`config.mk`:
```
export PLATFORM = sky130hd
export DESIGN_NAME = tcsm_front
export DESIGN_NICKNAME = d
export VERILOG_FILES = /design/src/rtl/core/tcsm_pkg.sv /design/src/rtl/core/tcsm_front.sv
export SDC_FILE = /design/constraint.sdc
export NUM_CORES = 1
export LEC_CHECK = 0
export BUFFER_PORTS_ARGS = -buffer_cell sky130_fd_sc_hd__buf_2
export CAP_MARGIN = 15
export CORE_AREA = 2 2 151 153
export CTS_CLUSTER_DIAMETER = 60
export DETAILED_ROUTE_END_ITERATION = 10
export DIE_AREA = 0 0 153 155
export GPL_TIMING_DRIVEN = 0
export HOLD_SLACK_MARGIN = 0.03
export SLEW_MARGIN = 15
export SYNTH_ARGS = -nofsm -noshare
export SYNTH_HDL_FRONTEND = slang
export SYNTH_SLANG_ARGS = --single-unit
export TNS_END_PERCENT = 30
```
`constraint.sdc`:
```
create_clock -name clk -period 5.86 [get_ports clk]
set_input_delay 1.172 -clock clk [delete_from_list [all_inputs] [get_ports clk]]
set_output_delay 1.172 -clock clk [all_outputs]
set_load 0.03 [all_outputs]
```
`src/rtl/core/tcsm_pkg.sv`:
```
// Shared types, field widths, command and shape codes for the tile collision
// sub-step move unit. No dependencies.
package tcsm_pkg;

	localparam int TILE_IDX_W = 12;
	localparam int CODE_W     = 4;
	localparam int COORD_W    = 14;
	localparam int DELTA_W    = 15;
	localparam int QUOT_W     = DELTA_W + 1;
	localparam int STEPS_IN_W = 7;
	localparam int CFG_W      = 7;
	localparam int CFG_IDX_W  = 2;

	localparam int DEF_MAX_SIDE      = 64;
	localparam int DEF_FRAC_BITS     = 8;
	localparam int DEF_MAX_SUB_STEPS = 64;

	localparam logic [CFG_W-1:0] MAP_SIDE_RESET = 7'd64;

	localparam logic [CFG_IDX_W-1:0] REG_MAP_WIDTH  = 2'd0;
	localparam logic [CFG_IDX_W-1:0] REG_MAP_HEIGHT = 2'd1;

	localparam logic CMD_LOAD = 1'b0;
	localparam logic CMD_MOVE = 1'b1;

	localparam logic [CODE_W-1:0] SHAPE_FULL   = 4'd1;
	localparam logic [CODE_W-1:0] SHAPE_OUT_TL = 4'd2;
	localparam logic [CODE_W-1:0] SHAPE_OUT_T  = 4'd3;
	localparam logic [CODE_W-1:0] SHAPE_OUT_TR = 4'd4;
	localparam logic [CODE_W-1:0] SHAPE_OUT_L  = 4'd5;
	localparam logic [CODE_W-1:0] SHAPE_OUT_R  = 4'd6;
	localparam logic [CODE_W-1:0] SHAPE_OUT_BL = 4'd7;
	localparam logic [CODE_W-1:0] SHAPE_OUT_B  = 4'd8;
	localparam logic [CODE_W-1:0] SHAPE_OUT_BR = 4'd9;
	localparam logic [CODE_W-1:0] SHAPE_IN_TL  = 4'd10;
	localparam logic [CODE_W-1:0] SHAPE_IN_TR  = 4'd11;
	localparam logic [CODE_W-1:0] SHAPE_IN_BL  = 4'd12;
	localparam logic [CODE_W-1:0] SHAPE_IN_BR  = 4'd13;

	typedef enum logic [1:0] {
		KIND_LOAD  = 2'd0,
		KIND_MOVE  = 2'd1,
		KIND_STILL = 2'd2
	} cmd_kind_t;

	typedef struct packed {
		cmd_kind_t                  kind;
		logic [TILE_IDX_W-1:0]      tile_index;
		logic [CODE_W-1:0]          tile_code;
		logic [COORD_W-1:0]         start_x;
		logic [COORD_W-1:0]         start_y;
		logic signed [DELTA_W-1:0]  delta_x;
		logic signed [DELTA_W-1:0]  delta_y;
		logic [STEPS_IN_W-1:0]      step_count;
		logic                       steps_over;
	} cmd_t;

	typedef struct packed {
		logic [COORD_W-1:0] end_x;
		logic [COORD_W-1:0] end_y;
		logic               collided;
	} res_t;

	function automatic logic shape_hit(input logic [CODE_W-1:0] code, input logic lo_x,
		input logic hi_x, input logic lo_y, input logic hi_y);
		logic h;
		case (code)
			SHAPE_FULL:   h = 1'b1;
			SHAPE_OUT_TL: h = lo_x | lo_y;
			SHAPE_OUT_T:  h = lo_y;
			SHAPE_OUT_TR: h = hi_x | lo_y;
			SHAPE_OUT_L:  h = lo_x;
			SHAPE_OUT_R:  h = hi_x;
			SHAPE_OUT_BL: h = lo_x | hi_y;
			SHAPE_OUT_B:  h = hi_y;
			SHAPE_OUT_BR: h = hi_x | hi_y;
			SHAPE_IN_TL:  h = lo_x & lo_y;
			SHAPE_IN_TR:  h = hi_x & lo_y;
			SHAPE_IN_BL:  h = lo_x & hi_y;
			SHAPE_IN_BR:  h = hi_x & hi_y;
			default:      h = 1'b0;
		endcase
		return h;
	endfunction

endpackage

```
`src/rtl/core/tcsm_front.sv`:
```
// Front end: takes input items, classifies them and holds them in a
// two-entry command queue for the back end. Depends on tcsm_pkg.
module tcsm_front #(
	parameter int MAX_SIDE      = tcsm_pkg::DEF_MAX_SIDE,
	parameter int MAX_SUB_STEPS = tcsm_pkg::DEF_MAX_SUB_STEPS
) (
	input  logic                                  clk,
	input  logic                                  arst_n,
	input  logic                                  push,
	output logic                                  full,
	input  logic                                  command,
	input  logic [tcsm_pkg::TILE_IDX_W-1:0]       tile_index,
	input  logic [tcsm_pkg::CODE_W-1:0]           tile_code,
	input  logic [tcsm_pkg::COORD_W-1:0]          start_x,
	input  logic [tcsm_pkg::COORD_W-1:0]          start_y,
	input  logic signed [tcsm_pkg::DELTA_W-1:0]   delta_x,
	input  logic signed [tcsm_pkg::DELTA_W-1:0]   delta_y,
	input  logic [tcsm_pkg::STEPS_IN_W-1:0]       step_count,
	input  logic                                  clearing,
	output logic                                  cmd_valid,
	output tcsm_pkg::cmd_t                        cmd,
	input  logic                                  cmd_pop
);
	import tcsm_pkg::*;

	localparam int DEPTH = MAX_SIDE * MAX_SIDE;

	cmd_t       ent;
	cmd_t       ent_q [2];
	logic       wr_q;
	logic       rd_q;
	logic [1:0] cnt_q;
	logic       accept;
	logic       in_range;
	logic       keep;
	logic       wr;

	assign full     = clearing || (cnt_q == 2'd2);
	assign accept   = push && !full;
	assign in_range = 32'(tile_index) < 32'(DEPTH);
	assign keep     = (command == CMD_MOVE) || in_range;
	assign wr       = accept && keep;

	always_comb begin
		ent.tile_index = tile_index;
		ent.tile_code  = tile_code;
		ent.start_x    = start_x;
		ent.start_y    = start_y;
		ent.delta_x    = delta_x;
		ent.delta_y    = delta_y;
		ent.step_count = step_count;
		ent.steps_over = 32'(step_count) > 32'(MAX_SUB_STEPS);
		if (command == CMD_LOAD) begin
			ent.kind = KIND_LOAD;
		end else if (step_count == '0) begin
			ent.kind = KIND_STILL;
		end else begin
			ent.kind = KIND_MOVE;
		end
	end

	always_ff @(posedge clk) begin
		if (wr) begin
			ent_q[wr_q] <= ent;
		end
	end

	always_ff @(posedge clk or negedge arst_n) begin
		if (!arst_n) begin
			wr_q  <= 1'b0;
			rd_q  <= 1'b0;
			cnt_q <= 2'd0;
		end else begin
			if (wr) begin
				wr_q <= ~wr_q;
			end
			if (cmd_pop) begin
				rd_q <= ~rd_q;
			end
			case ({wr, cmd_pop})
				2'b10:   cnt_q <= cnt_q + 2'd1;
				2'b01:   cnt_q <= cnt_q - 2'd1;
				default: cnt_q <= cnt_q;
			endcase
		end
	end

	assign cmd_valid = (cnt_q != 2'd0);
	assign cmd       = ent_q[rd_q];

endmodule

```
==> results.sh <==
export IMPL_hold_path_class="in -> async"
export IMPL_drive_above_1_share_pct=51.31
export IMPL_clockRootBuffer="clkbuf_16"
export IMPL_synth_top_area_share_pct=80.05
export IMPL_p_sw_w=0.001341
export IMPL_crit_start="rd_q"
export IMPL_yosysSeqAreaShare_pct=81.64
export IMPL_ys_types=20
export IMPL_power_w=0.004040
export IMPL_p_leak_nw=3.048
export IMPL_post_cts_buffers=0
export IMPL_antenna_found_initial=0
export IMPL_internal_power_w=0.002699
export IMPL_place_congestion=0.7298
export IMPL_fin_skew_ps=6.328
export IMPL_preCtsSetupSlack_ps=2950
export IMPL_netlist_instances=286
export IMPL_track_usage_pct=10.22
export IMPL_routed_wl_mm=12.11
export IMPL_cp_cell_sequence="buf_4, buf_6, mux2_1, buf_2"
export IMPL_tightest_slew_ps=628.6
export IMPL_syn_area_per_cell_um2=22.04
export IMPL_clockBufferDepth=2
export IMPL_r2r_end="ent_q[0][17]"
export IMPL_path_max_fanout=10
export IMPL_die_w_um=153
export IMPL_ant_nets=0
export IMPL_start_util_pct=28.35
export IMPL_pwr_share_seq_pct=38.9
export IMPL_setup_viol=0
export IMPL_pin_count=173
export IMPL_finalMaxSlewViolations=0
export IMPL_synth_fp_nets=374
export IMPL_synth_top_area_cell="edfxtp_1"
export IMPL_cts_buffers_inserted=17
export IMPL_insertion_delay_ps=410
export IMPL_worst_setup_path_start_kind="flop"
export IMPL_cts_sink_count=172
export IMPL_drt_iter0_markers=133
export IMPL_ff2ff_setup_slack_ps=3850
export IMPL_cts_tree="done"
export IMPL_ys_top_cells_by_area="edfxtp_1, mux2_1, mux2_2"
export IMPL_die_area_um2=23720
export IMPL_io_buffers=172
export IMPL_cts_resized_gates=0
export IMPL_routed_via_density=4.186
export IMPL_drc=0
export IMPL_synthToLayoutAreaGrowth_pct=31.51
export IMPL_rsz0062_at_grt="no"
export IMPL_routed_via_count=3265
export IMPL_fin_nets=571
export IMPL_combPwrFrac_pct=31.9
export IMPL_whs_ps=552.9
export IMPL_grt_start_max_net_pins=28
export IMPL_timing_setup_tns_ps=0
export IMPL_grt_pass1_vias=3569
export IMPL_ir_drop_mv=0.2024
export IMPL_setup_ws_ps=2842
export IMPL_arrival_ps=1850
export IMPL_worst_setup_path_type="reg -> out"
export IMPL_critPathMaxStageDelay_ps=420
export IMPL_switching_share_pct=33.20
export IMPL_avgRoutedWirePerCell_um=15.52
export IMPL_first_pass_iters=4
export IMPL_clk_transition_reported_paths_ps=60
export IMPL_yosysWarnings=0
export IMPL_ff2ff_path_depth=5
export IMPL_cts_hold_buf=0
export IMPL_max_freq_mhz=331.4
export IMPL_rows=55
export IMPL_die_h_um=155
export IMPL_synth_area_um2=6302
export IMPL_finalCritPeriodShare_pct=51.49
export IMPL_drv_cap=0
export IMPL_clockPowerShare_pct=29.2
export IMPL_grt_first_pass_wirelength_mm=18.62
export IMPL_endpoint_kind="output pin"
export IMPL_dp_final_hpwl_mm=8.575
export IMPL_r2r_start="cnt_q[1]"
export IMPL_slew_limit_headroom_pct=57.91
export IMPL_period_needed_ps=3018
export IMPL_cp_required_ps=4690
export IMPL_overflow=0
export IMPL_fp_coreArea_um2=22230
export IMPL_cp_endpoint="cmd[34]"
export IMPL_finalHoldViolCount=0
export IMPL_h_tree_depth=4
export IMPL_status="complete, no violations"
export IMPL_p_per_area_nw_per_um2=487.4
export IMPL_cp_slowest_cell="dfrtp_1"
export IMPL_diodes=0
export IMPL_synth_seq_cells=172
-- worst min-delay path by stage --
stage / to / cells after the start / slack [ps]
after CTS: rd_q / 1 / 540
after detailed placement: wr_q / 1 / 550
final: rd_q / 1 / 550
after floorplan: wr_q / 1 / 470
after global routing: rd_q / 1 / 530
after global placement: wr_q / 1 / 480
-- worst max-delay path: cells and delay by family, from the launching register on --
| family | cells | cell delay, ps |
|---|---|---|
| buffers and inverters | 3 | 650 |
| muxes | 1 | 340 |
| DFF | 1 | 420 |
-- cell usage in the layout (no fill, tap or decap), drive strengths merged --
cell type  instances
dfrtp              4
nand2              1
clkinv             3
mux2              84
nor2               4
bufinv             4
inv                7
clkinvlp           2
xnor2              4
o21ai              1
clkbuf            18
xor2               1
nor4               1
ha                 1
or2                1
edfxtp           168
o211ai             1
nor3b              1
and2               1
buf              187
o21a               1
-- layer usage --
layer	share of wire (%)	routed length, um	vias up	global-route usage (%)
met2	52	6312	100	17.79
met1	41	4955	1636	11.53
li1	-	-	1517	-
met3	5.5	661	12	3.816
met5	0	0	-	0
met4	1.5	178	0	3.748
-- through the flow --
stage                     area, um^2  instances  utilization (%)
after global routing            8288        780            37.29
after CTS                       8288        780            37.29
final                           8288        780            37.29
after floorplan                 6302        286                -
after detailed placement        7670        749            34.51
after global placement          7520        743            33.83
-- synth_stat cells --
master and number:
or2_2 1, buf_4 1, o211ai_1 1, nor3b_1 1
nor2_1 4, nor4_1 1, o21a_1 1, mux2_2 34
and2_1 1, buf_2 3, ha_1 1, nand2_1 1
inv_1 3, dfrtp_1 4, xnor2_1 4, edfxtp_1 168
o21ai_0 1, xor2_1 1, buf_6 5, mux2_1 50
-- area by class of cell --
type	count	area, um^2
plain buffers	9	78.83
clock buffers	18	429.2
clock inverters	13	188.9
fillers	2099	13940
inverters	3	11.26
multi-input cells	102	1082
flip-flops and latches	172	5145
well taps	285	356.6
repair buffers	178	996.0
-- registers in the layout, indices dropped and copies added, names as in the netlist --
signal / count
wr_q: 1
ent_q: 168
rd_q: 1
cnt_q: 2
-- logic make-up (layout without fill, tap and decap cells) --
kind of cell | Yosys count | in the layout | share of synthesized area [%]
AOI/OAI and AO/OA | 3 | 3 | 0.3177
xor gates and xnor gates | 5 | 5 | 0.6948
adders and majority gates | 1 | 1 | 0.1985
buffers and inverters | 12 | 221 | 1.429
DFF | 172 | 172 | 81.64
muxes | 84 | 84 | 15.01
and+or+nand+nor | 9 | 9 | 0.7148
-- power groups by stage --
| stage | combinational, W | sequential (W) | clock (W) |
|---|---|---|---|
| 3_3_place_gp | 0.00126 | 0.00162 | 0 |
| 2_1_floorplan | 0.000917 | 0.00160 | 0 |
| 5_1_grt | 0.00138 | 0.00159 | 0.00126 |
| 6_report | 0.00129 | 0.00157 | 0.00118 |
| 3_5_place_dp | 0.00131 | 0.00160 | 0 |
| 4_1_cts | 0.00132 | 0.00157 | 0.00121 |
Note: power is estimated with default switching activity, not from simulation.
